===== config.mk =====
export PLATFORM = sky130hd
export DESIGN_NAME = ps2_mouse_packet_decoder
export DESIGN_NICKNAME = d
export VERILOG_FILES = /design/src/hw/rtl/pmd_pkg.sv /design/src/hw/rtl/pmd_in_reg.sv /design/src/hw/rtl/pmd_decode.sv /design/src/hw/rtl/pmd_out_reg.sv /design/src/hw/rtl/ps2_mouse_packet_decoder.sv
export SDC_FILE = /design/constraint.sdc
export NUM_CORES = 1
export LEC_CHECK = 0
export BUFFER_PORTS_ARGS = -buffer_cell sky130_fd_sc_hd__buf_2
export CORE_MARGIN = 2
export CORE_UTILIZATION = 56
export DETAILED_ROUTE_END_ITERATION = 10
export PLACE_DENSITY_LB_ADDON = 0.12
export SLEW_MARGIN = 20
export SYNTH_ARGS = -nofsm -noshare
export SYNTH_HDL_FRONTEND = slang
export SYNTH_SLANG_ARGS = --single-unit

===== constraint.sdc =====
create_clock -name clk -period 10.8 [get_ports clk]
set_clock_uncertainty 0.15 [all_clocks]
set_input_delay 1.08 -clock clk [delete_from_list [all_inputs] [get_ports clk]]
set_output_delay 1.08 -clock clk [all_outputs]
set_load 0.05 [all_outputs]

===== src/hw/rtl/pmd_pkg.sv =====
// Shared types and constants for the PS/2 mouse packet decoder.
`timescale 1ns / 1ps
`default_nettype none
package pmd_pkg;

  localparam int unsigned BYTE_W   = 8;
  localparam int unsigned SIZE_W   = 13;
  localparam int unsigned COORD_W  = 12;
  localparam int unsigned BTN_W    = 3;
  localparam int unsigned CFG_IDX_W = 1;

  // Configuration register indexes.
  localparam logic [CFG_IDX_W-1:0] REG_SCREEN_WIDTH  = 1'd0;
  localparam logic [CFG_IDX_W-1:0] REG_SCREEN_HEIGHT = 1'd1;

  localparam logic [SIZE_W-1:0] SCREEN_W_RST = 13'd640;
  localparam logic [SIZE_W-1:0] SCREEN_H_RST = 13'd480;

  // Flag byte bit positions.
  localparam int unsigned FLAG_SYNC_BIT = 3;
  localparam int unsigned FLAG_XSIGN_BIT = 4;
  localparam int unsigned FLAG_YSIGN_BIT = 5;
  localparam int unsigned FLAG_XOVF_BIT = 6;
  localparam int unsigned FLAG_YOVF_BIT = 7;

  typedef enum logic [1:0] {
    POS_FLAG = 2'd0,
    POS_X    = 2'd1,
    POS_Y    = 2'd2
  } byte_pos_t;

  typedef struct packed {
    logic [COORD_W-1:0] cursor_x;
    logic [COORD_W-1:0] cursor_y;
    logic [BTN_W-1:0]   buttons;
  } result_t;

endpackage
`default_nettype wire


===== src/hw/rtl/pmd_in_reg.sv =====
// Input register that holds one received byte until the decoder consumes it.
`timescale 1ns / 1ps
`default_nettype none
module pmd_in_reg
  import pmd_pkg::*;
(
  input  wire logic              clk,
  input  wire logic              rst_n,
  input  wire logic              in_valid,
  output logic                   in_stall,
  input  wire logic [BYTE_W-1:0] in_byte,
  input  wire logic              advance,
  output logic                   byte_vld,
  output logic [BYTE_W-1:0]      byte_data
);

  logic              vld_r;
  logic [BYTE_W-1:0] data_r;
  logic              take;

  assign in_stall  = vld_r & ~advance;
  assign take      = in_valid & ~in_stall;
  assign byte_vld  = vld_r;
  assign byte_data = data_r;

  always_ff @(posedge clk) begin
    if (!rst_n) begin
      vld_r <= 1'b0;
    end else if (take) begin
      vld_r <= 1'b1;
    end else if (advance) begin
      vld_r <= 1'b0;
    end
  end

  always_ff @(posedge clk) begin
    if (take) begin
      data_r <= in_byte;
    end
  end

endmodule
`default_nettype wire


===== src/hw/rtl/pmd_decode.sv =====
// Packet assembly state and cursor update with clamping to the screen.
`timescale 1ns / 1ps
`default_nettype none
module pmd_decode
  import pmd_pkg::*;
(
  input  wire logic              clk,
  input  wire logic              rst_n,
  input  wire logic              advance,
  input  wire logic [BYTE_W-1:0] byte_data,
  input  wire logic [SIZE_W-1:0] screen_width,
  input  wire logic [SIZE_W-1:0] screen_height,
  output logic                   emit,
  output result_t                res
);

  localparam int unsigned SUM_W = COORD_W + 2;

  byte_pos_t           pos_r, pos_nxt;
  logic [BYTE_W-1:0]   flag_r, flag_nxt;
  logic [BYTE_W-1:0]   xb_r, xb_nxt;
  logic [COORD_W-1:0]  pos_x_r, pos_x_nxt;
  logic [COORD_W-1:0]  pos_y_r, pos_y_nxt;
  logic                upd;
  logic signed [SUM_W-1:0] sum_x;
  logic signed [SUM_W-1:0] sum_y;
  logic [COORD_W-1:0]  new_x;
  logic [COORD_W-1:0]  new_y;

  // Largest legal coordinate: a size of zero acts as one, above 4096 as 4096.
  function automatic logic [COORD_W-1:0] max_coord(input logic [SIZE_W-1:0] size);
    logic [COORD_W-1:0] m;
    if (size[SIZE_W-1]) begin
      m = '1;
    end else if (size == '0) begin
      m = '0;
    end else begin
      m = size[COORD_W-1:0] - COORD_W'(1);
    end
    return m;
  endfunction

  function automatic logic [COORD_W-1:0] clamp(input logic signed [SUM_W-1:0] v,
                                               input logic [COORD_W-1:0] lim);
    logic [COORD_W-1:0] c;
    if (v[SUM_W-1]) begin
      c = '0;
    end else if (v[SUM_W-2:0] > {1'b0, lim}) begin
      c = lim;
    end else begin
      c = v[COORD_W-1:0];
    end
    return c;
  endfunction

  assign sum_x = $signed({2'b00, pos_x_r})
               + $signed({{(SUM_W-BYTE_W){flag_r[FLAG_XSIGN_BIT]}}, xb_r});
  assign sum_y = $signed({2'b00, pos_y_r})
               - $signed({{(SUM_W-BYTE_W){flag_r[FLAG_YSIGN_BIT]}}, byte_data});
  assign new_x = clamp(sum_x, max_coord(screen_width));
  assign new_y = clamp(sum_y, max_coord(screen_height));

  // A completed packet counts only when neither overflow bit is set.
  assign emit = (pos_r == POS_Y) & ~flag_r[FLAG_XOVF_BIT] & ~flag_r[FLAG_YOVF_BIT];
  assign upd  = advance & emit;

  assign res.cursor_x = new_x;
  assign res.cursor_y = new_y;
  assign res.buttons  = flag_r[BTN_W-1:0];

  always_ff @(posedge clk) begin
    if (!rst_n) begin
      pos_r   <= POS_FLAG;
      flag_r  <= '0;
      xb_r    <= '0;
      pos_x_r <= SCREEN_W_RST[COORD_W:1];
      pos_y_r <= SCREEN_H_RST[COORD_W:1];
    end else begin
      pos_r   <= pos_nxt;
      flag_r  <= flag_nxt;
      xb_r    <= xb_nxt;
      pos_x_r <= pos_x_nxt;
      pos_y_r <= pos_y_nxt;
    end
  end

  always_comb begin
    pos_nxt   = pos_r;
    flag_nxt  = flag_r;
    xb_nxt    = xb_r;
    pos_x_nxt = pos_x_r;
    pos_y_nxt = pos_y_r;
    if (advance) begin
      unique case (pos_r)
        POS_X: begin
          xb_nxt  = byte_data;
          pos_nxt = POS_Y;
        end
        POS_Y: begin
          pos_nxt = POS_FLAG;
        end
        default: begin
          // Without the sync bit the byte cannot start a packet; drop it.
          if (byte_data[FLAG_SYNC_BIT]) begin
            flag_nxt = byte_data;
            pos_nxt  = POS_X;
          end else begin
            pos_nxt  = POS_FLAG;
          end
        end
      endcase
    end
    if (upd) begin
      pos_x_nxt = new_x;
      pos_y_nxt = new_y;
    end
  end

endmodule
`default_nettype wire


===== src/hw/rtl/pmd_out_reg.sv =====
// Result register that holds one cursor beat until the consumer takes it.
`timescale 1ns / 1ps
`default_nettype none
module pmd_out_reg
  import pmd_pkg::*;
(
  input  wire logic    clk,
  input  wire logic    rst_n,
  input  wire logic    load,
  input  wire result_t res,
  output logic         can_take,
  output logic         out_valid,
  input  wire logic    out_stall,
  output result_t      out_res
);

  logic    vld_r;
  result_t data_r;

  assign can_take  = ~vld_r | ~out_stall;
  assign out_valid = vld_r;
  assign out_res   = data_r;

  always_ff @(posedge clk) begin
    if (!rst_n) begin
      vld_r <= 1'b0;
    end else if (load) begin
      vld_r <= 1'b1;
    end else if (!out_stall) begin
      vld_r <= 1'b0;
    end
  end

  always_ff @(posedge clk) begin
    if (load) begin
      data_r <= res;
    end
  end

endmodule
`default_nettype wire


===== src/hw/rtl/ps2_mouse_packet_decoder.sv =====
// Top level of the PS/2 mouse packet decoder.
// Takes one mouse byte per beat and, for each valid three-byte packet, emits the
// clamped cursor position and the button bits. A byte is accepted every cycle
// at full rate: it is registered at the input, then decoded and applied to the
// cursor, and the result is held in an output register. Only a third byte that
// finds the output register full and stalled has to wait, and the input stalls
// behind it. Resync bytes, the first two bytes of a packet and overflowed
// packets produce no beat. The cursor starts at the centre of the 640 by 480
// reset screen. The user must write the screen size registers through the cfg
// port (always ready) only while the block is idle; the block does not enforce
// this itself.
`timescale 1ns / 1ps
`default_nettype none
module ps2_mouse_packet_decoder
  import pmd_pkg::*;
(
  input  wire logic                 clk,
  input  wire logic                 rst_n,
  input  wire logic                 in_valid,
  output logic                      in_stall,
  input  wire logic [BYTE_W-1:0]    in_rx_byte,
  output logic                      out_valid,
  input  wire logic                 out_stall,
  output logic [COORD_W-1:0]        out_cursor_x,
  output logic [COORD_W-1:0]        out_cursor_y,
  output logic [BTN_W-1:0]          out_buttons,
  input  wire logic                 cfg_valid,
  output logic                      cfg_ready,
  input  wire logic [CFG_IDX_W-1:0] cfg_index,
  input  wire logic [SIZE_W-1:0]    cfg_data
);

  logic [SIZE_W-1:0] screen_width_r;
  logic [SIZE_W-1:0] screen_height_r;
  logic              byte_vld;
  logic [BYTE_W-1:0] byte_data;
  logic              advance;
  logic              emit;
  logic              can_take;
  result_t           res;
  result_t           out_res;

  assign cfg_ready = 1'b1;

  always_ff @(posedge clk) begin
    if (!rst_n) begin
      screen_width_r  <= SCREEN_W_RST;
      screen_height_r <= SCREEN_H_RST;
    end else if (cfg_valid && cfg_ready) begin
      unique case (cfg_index)
        REG_SCREEN_WIDTH:  screen_width_r  <= cfg_data;
        REG_SCREEN_HEIGHT: screen_height_r <= cfg_data;
        default: ;
      endcase
    end
  end

  // The held byte moves on unless it completes a packet and the output register is full and stalled.
  assign advance = byte_vld & (~emit | can_take);

  pmd_in_reg u_in_reg (
    .clk       (clk),
    .rst_n     (rst_n),
    .in_valid  (in_valid),
    .in_stall  (in_stall),
    .in_byte   (in_rx_byte),
    .advance   (advance),
    .byte_vld  (byte_vld),
    .byte_data (byte_data)
  );

  pmd_decode u_decode (
    .clk           (clk),
    .rst_n         (rst_n),
    .advance       (advance),
    .byte_data     (byte_data),
    .screen_width  (screen_width_r),
    .screen_height (screen_height_r),
    .emit          (emit),
    .res           (res)
  );

  pmd_out_reg u_out_reg (
    .clk       (clk),
    .rst_n     (rst_n),
    .load      (advance & emit),
    .res       (res),
    .can_take  (can_take),
    .out_valid (out_valid),
    .out_stall (out_stall),
    .out_res   (out_res)
  );

  assign out_cursor_x = out_res.cursor_x;
  assign out_cursor_y = out_res.cursor_y;
  assign out_buttons  = out_res.buttons;

endmodule
`default_nettype wire


==> results_dict.tcl <==
set metrics [dict create \
    cts_tree "done" \
    ys_types 62 \
    fp-row-count 39 \
    worstSetupPathType "flip-flop to flip-flop" \
    crit_fanout 11 \
    hpwl_mm 12.0 \
    syn_area_sq_um 6400 \
    synth_top_cells_by_area "dfxtp_1, edfxtp_1, ha_1" \
    status "complete, no violations" \
    syn_nets 818 \
    drt_iter0_drc 301 \
    clk_pin_slew_worst_paths_ns 0.07 \
    htree_levels 3 \
    yosys.area.top_type "dfxtp_1" \
    multi_input_area_sq_um 3680 \
    boundaryPins 57 \
    fin_crit_ns 5.13 \
    ys_warn_count 0 \
    wl_per_cell_um 16.8 \
    grt.overflow.total 0 \
    rsz0062_at_grt "no" \
    crit_arrival_ns 5.09 \
    crit_chain "ha_1, fa_1, nor2b_1, o31a_1, o21ai_0, a21oi_1, xnor2_1, inv_1, ha_1, and4_1, a2111oi_0, a311oi_1, nor3_2, mux2_2, and2_1" \
    p_total_uw 990 \
    grt_pass1_vias 5129 \
    holdBufCountCts 0 \
    worst_path_max_delay_cell "nor3_2" \
    end_kind "flip-flop" \
    io_buffers 55 \
    fin_nets 861 \
    die_w_um 111 \
    drv_slew 0 \
    insertion_delay_ns 0.36 \
    seq_area_sq_um 2430 \
    tightest_slew_ns 1.06 \
    max_freq_mhz 195 \
    clockRootBuffer "clkbuf_16" \
    power-per-cell-area_nw_per_um2 140 \
    ys_async_sr_fraction 0 \
    avgSynthCellArea_sq_um 8.74 \
    ys_top_cells_by_count "nand2_1, nor2_1, a21oi_1" \
    ir_worst_vdd_uv 114 \
    core-area_sq_um 11300 \
    slowest_delay_ns 0.91 \
    clock-sinks 104 \
    ys_ff_latch 104 \
    crit_family "simple AND/OR/NAND/NOR gates" \
    required_ns 10.76 \
    p_leak_uw 0.00300 \
    antenna_found_initial 0 \
    drtAntennaViolNets 0 \
    setup_viol 0 \
    cts.path.max_buffers 2 \
    period_share 0.475 \
    synth_edf_count 35 \
    drc_errors 0 \
    dr.pass1.iters 4 \
    numCtsBuffers 9 \
    path_common_cell "ha_1" \
    start_kind "flip-flop" \
    die_y_um 111 \
    fp.dieArea_sq_um 12300 \
    synth_cells 733 \
    ys_seq_area_frac 0.380 \
    drive_above_1_share 0.122 \
    relSlewSlack 0.290 \
    cp.buffers_inverters 1 \
    post_cts_resized 0 \
    vias 5369 \
    insertedDiodeCount 0 \
    hold_viol_final 0 \
    wl_mm 15.5 \
    setup_tns_ns 0 \
    synth_ff_type "dfxtp_1" \
    max_cap_violations 0 \
    start_util 0.568 \
    post_cts_buffers 0 \
    place.gp.congestion 0.977 \
    grt_start_max_net_pins 26 \
    grt_pass1_wl_mm 25.6 \
    fillCellCount 973 \
    grt_usage 0.259 \
    routed_via_density 5.82 \
    worstHoldPathType "flip-flop to flip-flop" \
    synth_top_area_share 0.216 \
    syn2layout_area_growth_pct 10.4 \
]
==> sequential cells by signal, summed over array words and instances, names as in the netlist <==
signal	count
u_out_reg.out_res	27
u_decode.xb_r	8
u_out_reg.out_valid	1
u_decode.pos_x_r	12
u_decode.pos_y_r	12
u_decode.pos_r	2
u_decode.flag_r	7
u_in_reg.byte_data	8
screen_width_r	13
screen_height_r	13
u_in_reg.byte_vld	1
==> path summary, 6_finish.rpt <==
path                         startpoint                    end  slack [ns]  cells after the start
setup / recovery  u_in_reg.byte_data[0]  u_out_reg.out_res[14]        5.67                     15
hold / removal       u_decode.flag_r[0]   u_out_reg.out_res[0]        0.29                      0
setup reg to reg  u_in_reg.byte_data[0]  u_out_reg.out_res[14]        5.67                     15
hold reg to reg      u_decode.flag_r[0]   u_out_reg.out_res[0]        0.29                      0
==> logic make-up after synthesis <==
logic type	count (synthesis)	synth area share
multiplexers	23	0.0373
other	1	0.000586
XOR/XNOR	36	0.0492
adder cells (fa/ha/maj)	58	0.116
flip-flops	104	0.380
AND/OR/NAND/NOR	263	0.190
AO/OA/AOI/OAI	177	0.181
buffers and inverters	71	0.0467
==> cells in the final DEF, fill, tap and decap left out, types with 5 or more instances in the layout <==
cell type	count
or3_1	5
a32o_1	6
clkbuf_16	9
nand2b_1	6
a211oi_1	7
a21o_1	11
xnor2_1	17
nand3_1	15
nand2_1	86
edfxtp_1	35
ha_1	56
o31ai_1	11
nor2_1	85
dfxtp_1	69
a21oi_1	73
o21ai_0	27
mux2i_1	16
inv_1	45
xor2_1	18
nor3_1	16
buf_2	55
and2_1	5
nand4_1	6
mux2_2	7
nor2b_1	15
o21a_1	5
==> layout make-up <==
type	instances	share of cell area
timing repair buffer	58	0.0421
tap	143	0.0253
inverter	45	0.0239
clock inverter	5	0.0117
clock buffer	10	0.0324
multi-input combinational	558	0.521
sequential	104	0.344
==> worst register-to-register path, stage by stage (launching register included) <==
cell and delay, ns:
edfxtp_1 0.42, ha_1 0.25, fa_1 0.40, nor2b_1 0.16
o31a_1 0.22, o21ai_0 0.15, a21oi_1 0.21, xnor2_1 0.16
inv_1 0.07, ha_1 0.30, and4_1 0.22, a2111oi_0 0.41
a311oi_1 0.29, nor3_2 0.91, mux2_2 0.44, and2_1 0.16
==> per-layer routing <==
layer  track usage  vias to the layer above  part of all wire
met5             0                        -                 0
met4        0.0825                        0             0.021
met3        0.0558                       26             0.059
met2         0.400                      146              0.44
met1         0.365                     2515              0.48
li1              -                     2682                 -
==> power by group <==
group | switching (uW) | total (uW) | internal [uW]
registers | 10.2 | 429 | 419
clock network | 144 | 346 | 202
logic | 131 | 215 | 83.5
==> through the flow <==
stage | instance area (sq um) | instances | worst slack (ns) | hold slack [ns] | utilization
final | 7070 | 923 | 5.67 | 0.292 | 0.627
after global routing | 7070 | 923 | 5.36 | 0.307 | 0.627
after CTS | 7060 | 923 | 5.72 | 0.287 | 0.627
after detailed placement | 6750 | 908 | 5.76 | 0.269 | 0.599
after global placement | 6750 | 908 | 5.89 | 0.265 | 0.599
after floorplan | 6400 | 733 | 6.72 | 0.258 | -
Note: power is estimated with default switching activity, not from simulation.
